[config.mk]
export PLATFORM = sky130hd
export DESIGN_NAME = first_fit_block_allocator_core_flat
export DESIGN_NICKNAME = d
export VERILOG_FILES = /design/src/rtl/ffba_pkg.sv /design/src/rtl/ffba_ifs.sv /design/src/rtl/ffba_gap_unit.sv /design/src/rtl/first_fit_block_allocator_core.sv /design/src/flat_wrapper.sv
export SDC_FILE = /design/constraint.sdc
export NUM_CORES = 2
export LEC_CHECK = 0
export BUFFER_PORTS_ARGS = -buffer_cell sky130_fd_sc_hd__buf_2
export CORE_ASPECT_RATIO = 1.4
export CORE_MARGIN = 5
export CORE_UTILIZATION = 35
export CTS_CLUSTER_SIZE = 25
export DETAILED_ROUTE_END_ITERATION = 8
export PLACE_DENSITY_LB_ADDON = 0.08
export SLEW_MARGIN = 40
export SYNTH_ARGS = -nofsm -noshare
export SYNTH_HDL_FRONTEND = slang
export SYNTH_HIERARCHICAL = 1
export SYNTH_SLANG_ARGS = --single-unit
[constraint.sdc]
create_clock -name clk -period 8.4 [get_ports clk]
set_input_delay 1.26 -clock clk [delete_from_list [all_inputs] [get_ports clk]]
set_output_delay 1.26 -clock clk [all_outputs]
set_load 0.01 [all_outputs]
[src/rtl/ffba_pkg.sv]
// ----------------------------------------------------------------------------
// ffba_pkg
// Shared types and constants of the first-fit block allocator: field widths,
// command and register codes, alignment and the sequencer states.
// ----------------------------------------------------------------------------
`default_nettype none

package ffba_pkg;

	// Field widths of the request, response and configuration channels.
	localparam int ADDR_W     = 32;
	localparam int SIZE_W     = 24;
	localparam int STAT_BLK_W = 5;
	localparam int CFG_IDX_W  = 1;

	// One descriptor holds a start offset and a rounded length.
	localparam int ENTRY_W = 2 * SIZE_W;

	// Allocation granule: every length is rounded up to a multiple of this many bytes.
	localparam int ALIGN_LOG2  = 3;
	localparam int ALIGN_BYTES = 1 << ALIGN_LOG2;

	// Request commands.
	localparam logic CMD_ALLOCATE = 1'b0;
	localparam logic CMD_RELEASE  = 1'b1;

	// Configuration register indexes.
	localparam logic [CFG_IDX_W-1:0] REG_HEAP_BASE   = 1'b0;
	localparam logic [CFG_IDX_W-1:0] REG_HEAP_LENGTH = 1'b1;

	// Sequencer states.
	typedef enum logic [3:0] {
		ST_IDLE,
		ST_ALLOC,
		ST_WALK,
		ST_TAIL,
		ST_UP_PRIME,
		ST_UP,
		ST_PUT,
		ST_REL,
		ST_DN,
		ST_DONE
	} ffba_state_t;

endpackage : ffba_pkg

`default_nettype wire

[src/rtl/ffba_ifs.sv]
// ----------------------------------------------------------------------------
// ffba channel interfaces
// Valid/ready channels of the allocator: request, response and configuration.
// ----------------------------------------------------------------------------
`default_nettype none

interface ffba_req_if import ffba_pkg::*; ();
	logic              valid;
	logic              ready;
	logic              command;
	logic [SIZE_W-1:0] request_size;
	logic [ADDR_W-1:0] block_address;

	modport source (output valid, command, request_size, block_address, input ready);
	modport sink   (input valid, command, request_size, block_address, output ready);
endinterface : ffba_req_if

interface ffba_rsp_if import ffba_pkg::*; ();
	logic                  valid;
	logic                  ready;
	logic                  success;
	logic [ADDR_W-1:0]     granted_address;
	logic [SIZE_W-1:0]     used_bytes;
	logic [SIZE_W-1:0]     peak_used_bytes;
	logic [STAT_BLK_W-1:0] used_blocks;
	logic [STAT_BLK_W-1:0] peak_used_blocks;

	modport source (output valid, success, granted_address, used_bytes, peak_used_bytes,
		used_blocks, peak_used_blocks, input ready);
	modport sink   (input valid, success, granted_address, used_bytes, peak_used_bytes,
		used_blocks, peak_used_blocks, output ready);
endinterface : ffba_rsp_if

interface ffba_cfg_if import ffba_pkg::*; ();
	logic                 valid;
	logic                 ready;
	logic [CFG_IDX_W-1:0] index;
	logic [ADDR_W-1:0]    data;

	modport source (output valid, index, data, input ready);
	modport sink   (input valid, index, data, output ready);
endinterface : ffba_cfg_if

`default_nettype wire

[src/rtl/ffba_gap_unit.sv]
// ----------------------------------------------------------------------------
// ffba_gap_unit
// Shared gap check: does the space from lo up to hi hold the rounded size?
// ----------------------------------------------------------------------------
`default_nettype none

module ffba_gap_unit import ffba_pkg::*; (
	input  wire logic [SIZE_W:0] hi,
	input  wire logic [SIZE_W:0] lo,
	input  wire logic [SIZE_W:0] need,
	output logic                 fit
);

	logic [SIZE_W+1:0] diff;

	// A negative difference means the lower bound already lies beyond hi.
	always_comb begin
		diff = {1'b0, hi} - {1'b0, lo};
		fit  = !diff[SIZE_W+1] && (diff[SIZE_W:0] >= need);
	end

endmodule : ffba_gap_unit

`default_nettype wire

[src/rtl/first_fit_block_allocator_core.sv]
// ----------------------------------------------------------------------------
// first_fit_block_allocator_core
// First-fit heap allocator over an address-sorted descriptor table.
// ----------------------------------------------------------------------------
//
//  channel | dir | handshake       | payload
//  --------+-----+-----------------+--------------------------------------------
//  cfg     | in  | valid / ready   | index, data (heap_base, heap_length)
//  req     | in  | valid / ready   | command, request_size, block_address
//  rsp     | out | valid / ready   | success, granted_address, used_bytes,
//          |     |                 | peak_used_bytes, used_blocks, peak_used_blocks
//
// An allocate walks the descriptors to the first gap that fits, then moves the
// later ones one place up; a release compares descriptors until one matches,
// then moves the later ones one place down. A refused request moves nothing.
// The descriptor memory is read one entry a cycle.
// Reset clears the counters and configuration; the table needs no clearing.
// A new request is taken while the previous response waits in its register;
// a stalled response holds the sequencer in its final state.
// ----------------------------------------------------------------------------
`default_nettype none

module first_fit_block_allocator_core import ffba_pkg::*; #(
	parameter int MAX_BLOCKS = 16
) (
	input  wire logic   clk,
	input  wire logic   arst_n,
	ffba_cfg_if.sink    cfg,
	ffba_req_if.sink    req,
	ffba_rsp_if.source  rsp
);

	localparam int IW = (MAX_BLOCKS > 1) ? $clog2(MAX_BLOCKS) : 1;
	localparam int CW = $clog2(MAX_BLOCKS + 1);
	localparam logic [SIZE_W:0] RND_MASK = (SIZE_W + 1)'(ALIGN_BYTES - 1);

	ffba_state_t state_q, state_d;

	// Configuration and statistics.
	logic [ADDR_W-1:0] heap_base_q;
	logic [SIZE_W-1:0] heap_length_q;
	logic [CW-1:0]     count_q;
	logic [CW-1:0]     peak_blocks_q;
	logic [SIZE_W-1:0] bytes_q;
	logic [SIZE_W-1:0] peak_bytes_q;

	// Working registers of the current request.
	logic [ADDR_W-1:0] addr_q;
	logic [SIZE_W:0]   rounded_q;
	logic [CW-1:0]     ptr_q;
	logic [CW-1:0]     pos_q;
	logic [SIZE_W-1:0] off_q;
	logic [SIZE_W:0]   prev_end_q;
	logic              success_q;
	logic [ADDR_W-1:0] granted_q;

	// Response register.
	logic                  rsp_valid_q;
	logic                  rsp_success_q;
	logic [ADDR_W-1:0]     rsp_granted_q;
	logic [SIZE_W-1:0]     rsp_bytes_q;
	logic [SIZE_W-1:0]     rsp_peak_bytes_q;
	logic [STAT_BLK_W-1:0] rsp_blocks_q;
	logic [STAT_BLK_W-1:0] rsp_peak_blocks_q;

	// Descriptor memory.
	logic [ENTRY_W-1:0] desc_mem [MAX_BLOCKS];
	logic [ENTRY_W-1:0] rd_q;
	logic [IW-1:0]      mem_ra;
	logic [IW-1:0]      mem_wa;
	logic [ENTRY_W-1:0] mem_wd;
	logic               mem_we;

	// Decoded conditions.
	logic              req_fire;
	logic              rsp_free;
	logic [SIZE_W:0]   round_sum;
	logic [SIZE_W-1:0] ent_start;
	logic [SIZE_W-1:0] ent_len;
	logic [SIZE_W:0]   ent_end;
	logic              ptr_zero;
	logic              ptr_last;
	logic              ptr_second_last;
	logic              table_full;
	logic              rel_match;
	logic              walk_fit;
	logic [SIZE_W:0]   gap_hi;
	logic [SIZE_W:0]   gap_lo;
	logic              gap_fit;
	logic [SIZE_W-1:0] bytes_inc;
	logic [CW-1:0]     count_inc;

	assign req_fire        = req.valid && req.ready;
	assign rsp_free        = !rsp_valid_q || rsp.ready;
	assign round_sum       = ({1'b0, req.request_size} + RND_MASK) & ~RND_MASK;
	assign ent_start       = rd_q[ENTRY_W-1:SIZE_W];
	assign ent_len         = rd_q[SIZE_W-1:0];
	assign ent_end         = {1'b0, ent_start} + {1'b0, ent_len};
	assign ptr_zero        = (ptr_q == '0);
	assign ptr_last        = ((ptr_q + CW'(1)) == count_q);
	assign ptr_second_last = ((ptr_q + CW'(2)) == count_q);
	assign table_full      = (count_q == CW'(MAX_BLOCKS));
	assign rel_match       = ((heap_base_q + {{(ADDR_W - SIZE_W){1'b0}}, ent_start}) == addr_q);
	assign walk_fit        = gap_fit && (!ptr_zero || (ent_start != '0));
	assign bytes_inc       = bytes_q + rounded_q[SIZE_W-1:0];
	assign count_inc       = count_q + CW'(1);

	assign req.ready = (state_q == ST_IDLE);
	assign cfg.ready = 1'b1;

	// Operand selection for the shared gap check.
	always_comb begin
		gap_hi = {1'b0, heap_length_q};
		gap_lo = '0;
		case (state_q)
			ST_WALK: begin
				gap_hi = {1'b0, ent_start};
				gap_lo = ptr_zero ? '0 : prev_end_q;
			end
			ST_TAIL: begin
				gap_lo = prev_end_q;
			end
			default: begin
				gap_lo = '0;
			end
		endcase
	end

	ffba_gap_unit u_gap (
		.hi   (gap_hi),
		.lo   (gap_lo),
		.need (rounded_q),
		.fit  (gap_fit)
	);

	// Sequencer state register.
	always_ff @(posedge clk or negedge arst_n) begin
		if (!arst_n) begin
			state_q <= ST_IDLE;
		end else begin
			state_q <= state_d;
		end
	end

	// Next state and memory port control.
	always_comb begin
		state_d = state_q;
		mem_ra  = IW'(ptr_q + CW'(1));
		mem_we  = 1'b0;
		mem_wa  = ptr_q[IW-1:0];
		mem_wd  = rd_q;
		case (state_q)
			ST_IDLE: begin
				mem_ra = '0;
				if (req.valid) begin
					state_d = (req.command == CMD_ALLOCATE) ? ST_ALLOC : ST_REL;
				end
			end
			ST_ALLOC: begin
				mem_ra = '0;
				if (table_full || rounded_q[SIZE_W]) begin
					state_d = ST_DONE;
				end else if (count_q == '0) begin
					state_d = gap_fit ? ST_PUT : ST_DONE;
				end else begin
					state_d = ST_WALK;
				end
			end
			ST_WALK: begin
				if (walk_fit) begin
					state_d = ST_UP_PRIME;
				end else if (ptr_last) begin
					state_d = ST_TAIL;
				end
			end
			ST_TAIL: begin
				state_d = gap_fit ? ST_PUT : ST_DONE;
			end
			ST_UP_PRIME: begin
				mem_ra  = IW'(count_q - CW'(1));
				state_d = ST_UP;
			end
			ST_UP: begin
				// Move the entry read last cycle one place up, read the next lower one.
				mem_we = 1'b1;
				mem_wa = IW'(ptr_q + CW'(1));
				mem_ra = IW'(ptr_q - CW'(1));
				if (ptr_q == pos_q) begin
					state_d = ST_PUT;
				end
			end
			ST_PUT: begin
				mem_we  = 1'b1;
				mem_wa  = pos_q[IW-1:0];
				mem_wd  = {off_q, rounded_q[SIZE_W-1:0]};
				state_d = ST_DONE;
			end
			ST_REL: begin
				if (count_q == '0) begin
					state_d = ST_DONE;
				end else if (rel_match) begin
					state_d = ptr_last ? ST_DONE : ST_DN;
				end else if (ptr_last) begin
					state_d = ST_DONE;
				end
			end
			ST_DN: begin
				// Move the following entry one place down over the released one.
				mem_we = 1'b1;
				mem_ra = IW'(ptr_q + CW'(2));
				if (ptr_second_last) begin
					state_d = ST_DONE;
				end
			end
			ST_DONE: begin
				if (rsp_free) begin
					state_d = ST_IDLE;
				end
			end
			default: begin
				state_d = ST_IDLE;
			end
		endcase
	end

	// Descriptor memory with registered read.
	always_ff @(posedge clk) begin
		if (mem_we) begin
			desc_mem[mem_wa] <= mem_wd;
		end
		rd_q <= desc_mem[mem_ra];
	end

	// Working registers of the request in progress.
	always_ff @(posedge clk) begin
		case (state_q)
			ST_IDLE: begin
				if (req_fire) begin
					addr_q    <= req.block_address;
					rounded_q <= round_sum;
					ptr_q     <= '0;
					success_q <= 1'b0;
					granted_q <= '0;
				end
			end
			ST_ALLOC: begin
				ptr_q <= '0;
				pos_q <= '0;
				off_q <= '0;
			end
			ST_WALK: begin
				if (walk_fit) begin
					pos_q <= ptr_q;
					off_q <= ptr_zero ? '0 : prev_end_q[SIZE_W-1:0];
				end else begin
					prev_end_q <= ent_end;
					ptr_q      <= ptr_q + CW'(1);
				end
			end
			ST_TAIL: begin
				pos_q <= count_q;
				off_q <= prev_end_q[SIZE_W-1:0];
			end
			ST_UP_PRIME: begin
				ptr_q <= count_q - CW'(1);
			end
			ST_UP: begin
				ptr_q <= ptr_q - CW'(1);
			end
			ST_PUT: begin
				success_q <= 1'b1;
				granted_q <= heap_base_q + {{(ADDR_W - SIZE_W){1'b0}}, off_q};
			end
			ST_REL: begin
				if (count_q != '0 && rel_match) begin
					success_q <= 1'b1;
				end else begin
					ptr_q <= ptr_q + CW'(1);
				end
			end
			ST_DN: begin
				ptr_q <= ptr_q + CW'(1);
			end
			default: begin
				success_q <= success_q;
			end
		endcase
	end

	// Configuration registers.
	always_ff @(posedge clk or negedge arst_n) begin
		if (!arst_n) begin
			heap_base_q   <= '0;
			heap_length_q <= '0;
		end else if (cfg.valid) begin
			if (cfg.index == REG_HEAP_BASE) begin
				heap_base_q <= cfg.data;
			end else begin
				heap_length_q <= cfg.data[SIZE_W-1:0];
			end
		end
	end

	// Block count, bytes in use and their peaks.
	always_ff @(posedge clk or negedge arst_n) begin
		if (!arst_n) begin
			count_q       <= '0;
			peak_blocks_q <= '0;
			bytes_q       <= '0;
			peak_bytes_q  <= '0;
		end else begin
			case (state_q)
				ST_PUT: begin
					count_q <= count_inc;
					bytes_q <= bytes_inc;
					if (bytes_inc > peak_bytes_q) begin
						peak_bytes_q <= bytes_inc;
					end
					if (count_inc > peak_blocks_q) begin
						peak_blocks_q <= count_inc;
					end
				end
				ST_REL: begin
					if (count_q != '0 && rel_match) begin
						bytes_q <= bytes_q - ent_len;
						if (ptr_last) begin
							count_q <= count_q - CW'(1);
						end
					end
				end
				ST_DN: begin
					if (ptr_second_last) begin
						count_q <= count_q - CW'(1);
					end
				end
				default: begin
					count_q <= count_q;
				end
			endcase
		end
	end

	// Response valid flag.
	always_ff @(posedge clk or negedge arst_n) begin
		if (!arst_n) begin
			rsp_valid_q <= 1'b0;
		end else if (state_q == ST_DONE && rsp_free) begin
			rsp_valid_q <= 1'b1;
		end else if (rsp.ready) begin
			rsp_valid_q <= 1'b0;
		end
	end

	// Response payload, captured as the request completes.
	always_ff @(posedge clk) begin
		if (state_q == ST_DONE && rsp_free) begin
			rsp_success_q     <= success_q;
			rsp_granted_q     <= granted_q;
			rsp_bytes_q       <= bytes_q;
			rsp_peak_bytes_q  <= peak_bytes_q;
			rsp_blocks_q      <= STAT_BLK_W'(count_q);
			rsp_peak_blocks_q <= STAT_BLK_W'(peak_blocks_q);
		end
	end

	assign rsp.valid            = rsp_valid_q;
	assign rsp.success          = rsp_success_q;
	assign rsp.granted_address  = rsp_granted_q;
	assign rsp.used_bytes       = rsp_bytes_q;
	assign rsp.peak_used_bytes  = rsp_peak_bytes_q;
	assign rsp.used_blocks      = rsp_blocks_q;
	assign rsp.peak_used_blocks = rsp_peak_blocks_q;

endmodule : first_fit_block_allocator_core

`default_nettype wire

[src/flat_wrapper.sv]
// flat-port wrapper written by rule: the top's interface ports become plain ports
module first_fit_block_allocator_core_flat import ffba_pkg::*;
#(
	parameter int MAX_BLOCKS = 16
)
  (clk, arst_n, cfg_valid, cfg_index, cfg_data, cfg_ready, req_valid, req_command, req_request_size, req_block_address, req_ready, rsp_valid, rsp_success, rsp_granted_address, rsp_used_bytes, rsp_peak_used_bytes, rsp_used_blocks, rsp_peak_used_blocks, rsp_ready);
  ffba_cfg_if cfg_i ();
  ffba_req_if req_i ();
  ffba_rsp_if rsp_i ();
  input  wire logic clk;
  input  wire logic arst_n;
  input wire logic [$bits(cfg_i.valid)-1:0] cfg_valid;
  input wire logic [$bits(cfg_i.index)-1:0] cfg_index;
  input wire logic [$bits(cfg_i.data)-1:0] cfg_data;
  output wire logic [$bits(cfg_i.ready)-1:0] cfg_ready;
  input wire logic [$bits(req_i.valid)-1:0] req_valid;
  input wire logic [$bits(req_i.command)-1:0] req_command;
  input wire logic [$bits(req_i.request_size)-1:0] req_request_size;
  input wire logic [$bits(req_i.block_address)-1:0] req_block_address;
  output wire logic [$bits(req_i.ready)-1:0] req_ready;
  output wire logic [$bits(rsp_i.valid)-1:0] rsp_valid;
  output wire logic [$bits(rsp_i.success)-1:0] rsp_success;
  output wire logic [$bits(rsp_i.granted_address)-1:0] rsp_granted_address;
  output wire logic [$bits(rsp_i.used_bytes)-1:0] rsp_used_bytes;
  output wire logic [$bits(rsp_i.peak_used_bytes)-1:0] rsp_peak_used_bytes;
  output wire logic [$bits(rsp_i.used_blocks)-1:0] rsp_used_blocks;
  output wire logic [$bits(rsp_i.peak_used_blocks)-1:0] rsp_peak_used_blocks;
  input wire logic [$bits(rsp_i.ready)-1:0] rsp_ready;
  assign cfg_i.valid = cfg_valid;
  assign cfg_i.index = cfg_index;
  assign cfg_i.data = cfg_data;
  assign cfg_ready = cfg_i.ready;
  assign req_i.valid = req_valid;
  assign req_i.command = req_command;
  assign req_i.request_size = req_request_size;
  assign req_i.block_address = req_block_address;
  assign req_ready = req_i.ready;
  assign rsp_valid = rsp_i.valid;
  assign rsp_success = rsp_i.success;
  assign rsp_granted_address = rsp_i.granted_address;
  assign rsp_used_bytes = rsp_i.used_bytes;
  assign rsp_peak_used_bytes = rsp_i.peak_used_bytes;
  assign rsp_used_blocks = rsp_i.used_blocks;
  assign rsp_peak_used_blocks = rsp_i.peak_used_blocks;
  assign rsp_i.ready = rsp_ready;
  first_fit_block_allocator_core #(.MAX_BLOCKS(MAX_BLOCKS)) u_core (.clk(clk), .arst_n(arst_n), .cfg(cfg_i), .req(req_i), .rsp(rsp_i));
endmodule
==> flow_metrics.py <==
metrics = {
    "outcome": {
        "status": "complete, no violations",
    },
    "pwr": {
        "p_per_area_nw_per_um2": 441.9,
        "p_leak_nw": 22.34,
        "ir_drop_v": 0.0004424,
        "finalPower_w": 0.02783,
    },
    "min_path": {
        "hold_class": "register to register",
        "holdPathStages": 0,
        "hold_start": "u_core/granted_q[23]",
    },
    "floorplanning": {
        "pin_count": 189,
        "dieArea_sq_um": 165200,
        "floorplan.initialDensity_pct": 35.09,
        "fp.dieW_microns": 344.9,
        "die_y_microns": 478.9,
        "core_sq_um": 156700,
        "fp-row-count": 172,
    },
    "critical_path": {
        "worst_ep_required_time_ns": 9.02,
        "critPathKind": "register to register",
        "r2r-end": "u_core/state_q[2]",
        "timing.rr.start": "u_core/ptr_q[0]",
        "startpoint": "u_core/ptr_q[0]",
        "rrSetupSlack_ns": 1.51,
        "worst_ep_arrival_time_ns": 7.51,
        "endpoint_kind": "register",
        "cp-start-kind": "register",
        "endpoint": "u_core/state_q[2]",
        "worstPathMaxFanout": 28,
        "r2r_cells": 24,
    },
    "synthesis": {
        "synth.area.top_cells": "edfxtp_1 55%, dfrtp_1 5.4%, ha_1 4.6%",
        "synthArstFlopShare_pct": 10.15,
        "synth_area_sq_um": 54970,
        "yosysSeqAreaShare_pct": 62.06,
        "ys_warn_count": 6,
        "syn_inst": 4559,
        "synthFlopType": "edfxtp_1",
        "yosysTopAreaCell": "edfxtp_1",
        "synthTopCellsByCount": "1005 x edfxtp_1, 670 x nand2_1, 265 x a211oi_1, 237 x a21oi_1, 230 x and2_1",
        "yosysMostFrequentCell": "edfxtp_1",
        "synth_seq_cells": 1172,
        "synth_top_cell_area_share_pct": 54.90,
        "ys_types": 89,
        "synth_edf_count": 1005,
        "post_synth.cell_area_avg_sq_um": 12.06,
    },
    "clock_network": {
        "cts_root_buffer": "clkbuf_16",
        "cts_resized": 0,
        "clockBufferDepth": 3,
        "clkTransAtPathRegs_ns": 0.07,
        "cts_tree": "built",
        "cts_hold_buf": 0,
        "clock_sinks": 1172,
        "cts_max_level": 3,
        "clk_latency_ns": 0.77,
        "numCtsBuffers": 118,
        "post_cts.repair.setup_buffers": 0,
    },
    "grt": {
        "grt_antenna_before_repair": 1,
        "overflow": 0,
        "grt_pass1_vias": 36840,
        "gr-usage-all-layers_pct": 20.73,
        "grt_pass1_wl_microns": 253500,
        "grt_max_degree": 167,
    },
    "sta": {
        "max_slew.worst_pin.slew_ns": 0.8708,
        "grt_setup_unrepaired": "no",
        "tns_ns": 0,
        "drv_slew": 0,
        "fmax_ghz": 0.1451,
        "period_share_pct": 82.02,
        "min_period_ns": 6.890,
        "slew_headroom_pct": 41.95,
        "hold_viol_final": 0,
        "fin_worst_skew_ns": 0.03712,
        "setup_viol": 0,
    },
    "placed_design": {
        "dp.final_hpwl_microns": 112100,
        "gp_congestion": 0.8836,
        "port-buffer-count": 187,
    },
    "layout": {
        "area_growth_syn_to_layout_pct": 14.59,
        "nFillCells": 15110,
        "layout.nets": 5035,
        "multi_input_area_sq_um": 19560,
        "drive_gt1_share_pct": 12.90,
        "final-seq-area_sq_um": 34120,
    },
    "detailed_routing": {
        "routed_via_density": 5.341,
        "avgRoutedWirePerCell_microns": 25.31,
        "num_vias": 36990,
        "antenna_left": 0,
        "firstDrtPassIters": 7,
        "drtIter0Drc": 2507,
        "drc": 0,
        "routed_wl_microns": 175300,
    },
    "job": {
        "drv_cap": 0,
    },
}
layer usage:
metal | GRT usage, % | wire (microns)
met1 | 26.59 | 74450
met2 | 36.48 | 88300
met3 | 2.306 | 6930
met4 | 6.900 | 5614
met5 | 0 | 0
worst max-delay path, cell delays in order (launching register included):
cell and delay [ns]:
edfxtp_1 0.60, inv_1 0.23, ha_1 0.25, nand3b_1 0.14, a21o_2 0.49, and2_1 0.23, inv_1 0.06, ha_1 0.40
a21oi_1 0.27, a21oi_1 0.13, o31ai_1 0.27, a31oi_1 0.17, o31ai_1 0.44, xnor2_1 0.14, ha_1 0.31, nand4_1 0.14
nor3_1 0.23, o211ai_1 0.13, a22oi_1 0.55, o31ai_2 0.28, and2_1 0.23, buf_4 0.25, o21bai_1 0.24, a21oi_1 0.20
mux2_2 0.34
stage by stage:
stage               setup slack [ns]  utilization, %  hold slack (ns)  area [sq um]  std cells
floorplan                      1.371               -           0.4003         54980       4562
global placement               1.231           37.40           0.4006         58600       6689
detailed placement             1.471           37.53           0.4045         58790       6697
CTS                            1.451           40.16           0.4150         62920       6922
global route                   1.036           40.21           0.4244         62990       6925
finish                         1.510           40.21           0.4121         62990       6925
final cells by class:
| type | instances | share of cell area, % |
|---|---|---|
| tap | 2088 | 4.147 |
| antenna | 1 | 0.003972 |
| sequential | 1172 | 54.16 |
| clock inverter | 60 | 1.233 |
| inverter | 157 | 0.9355 |
| timing repair buffer | 289 | 3.146 |
| multi-input combinational | 2993 | 31.05 |
| clock buffer | 165 | 5.319 |
how the worst min path moves through the flow:
| stage | slack (ns) | endpoint |
|---|---|---|
| after floorplan | 0.40 | u_core/rsp.granted_address[0] |
| after global placement | 0.40 | u_core/rsp.granted_address[27] |
| after detailed placement | 0.40 | u_core/rsp.granted_address[2] |
| after CTS | 0.41 | u_core/rsp.granted_address[23] |
| after global routing | 0.42 | u_core/rsp.granted_address[23] |
| final | 0.41 | u_core/rsp.granted_address[23] |
logic make-up after synthesis:
family	after synthesis	synth area share, %
flops	1172	62.06
other cells	2	0.01366
fa+ha+maj	209	4.839
buf+inv	397	2.800
compound gates	1094	13.50
mux	91	1.853
simple gates	1402	11.87
xor+xnor	192	3.059
power breakdown:
part,switching [W],leakage [nW],internal (W),total [W]
clock network,0.00235,1.99,0.00323,0.00557
logic,0.00870,9.36,0.00458,0.0133
registers,0.000933,11.0,0.00805,0.00898
total,0.0120,22.3,0.0159,0.0278
state kept, by name, summed over array words and instances (netlist names), 22 cells and up:
register and cells:
u_core/rd_q 48, u_core/desc_mem 768, u_core/rsp.used_bytes 24, u_core/addr_q 32, u_core/heap_base_q 32, u_core/bytes_q 24
u_core/prev_end_q 25, u_core/rounded_q 22, u_core/off_q 24, u_core/peak_bytes_q 24, u_core/heap_length_q 24, u_core/rsp.peak_used_bytes 24
u_core/rsp.granted_address 32, u_core/granted_q 32
cells in the final DEF (no fill, tap or decap), types with 18 or more instances in the layout:
| master | count |
|---|---|
| nand3_1 | 56 |
| nor2_1 | 170 |
| ha_1 | 203 |
| dfxtp_1 | 48 |
| buf_2 | 186 |
| a311oi_1 | 105 |
| xnor2_1 | 127 |
| o21ai_0 | 126 |
| dfrtp_1 | 119 |
| mux2_2 | 86 |
| inv_1 | 154 |
| edfxtp_1 | 1005 |
| nand2_1 | 669 |
| o21a_1 | 27 |
| clkbuf_8 | 20 |
| nand4_1 | 34 |
| and3_1 | 19 |
| clkbuf_1 | 26 |
| nand2b_1 | 28 |
| buf_4 | 80 |
| o211ai_1 | 18 |
| a21o_1 | 42 |
| xor2_1 | 65 |
| clkbuf_16 | 119 |
| a21oi_1 | 237 |
| nor3_1 | 67 |
| and2_1 | 230 |
| o22ai_1 | 26 |
| a211oi_1 | 265 |
| a31oi_1 | 106 |
| nor2b_1 | 36 |
Power figures use the tool's default switching activity.
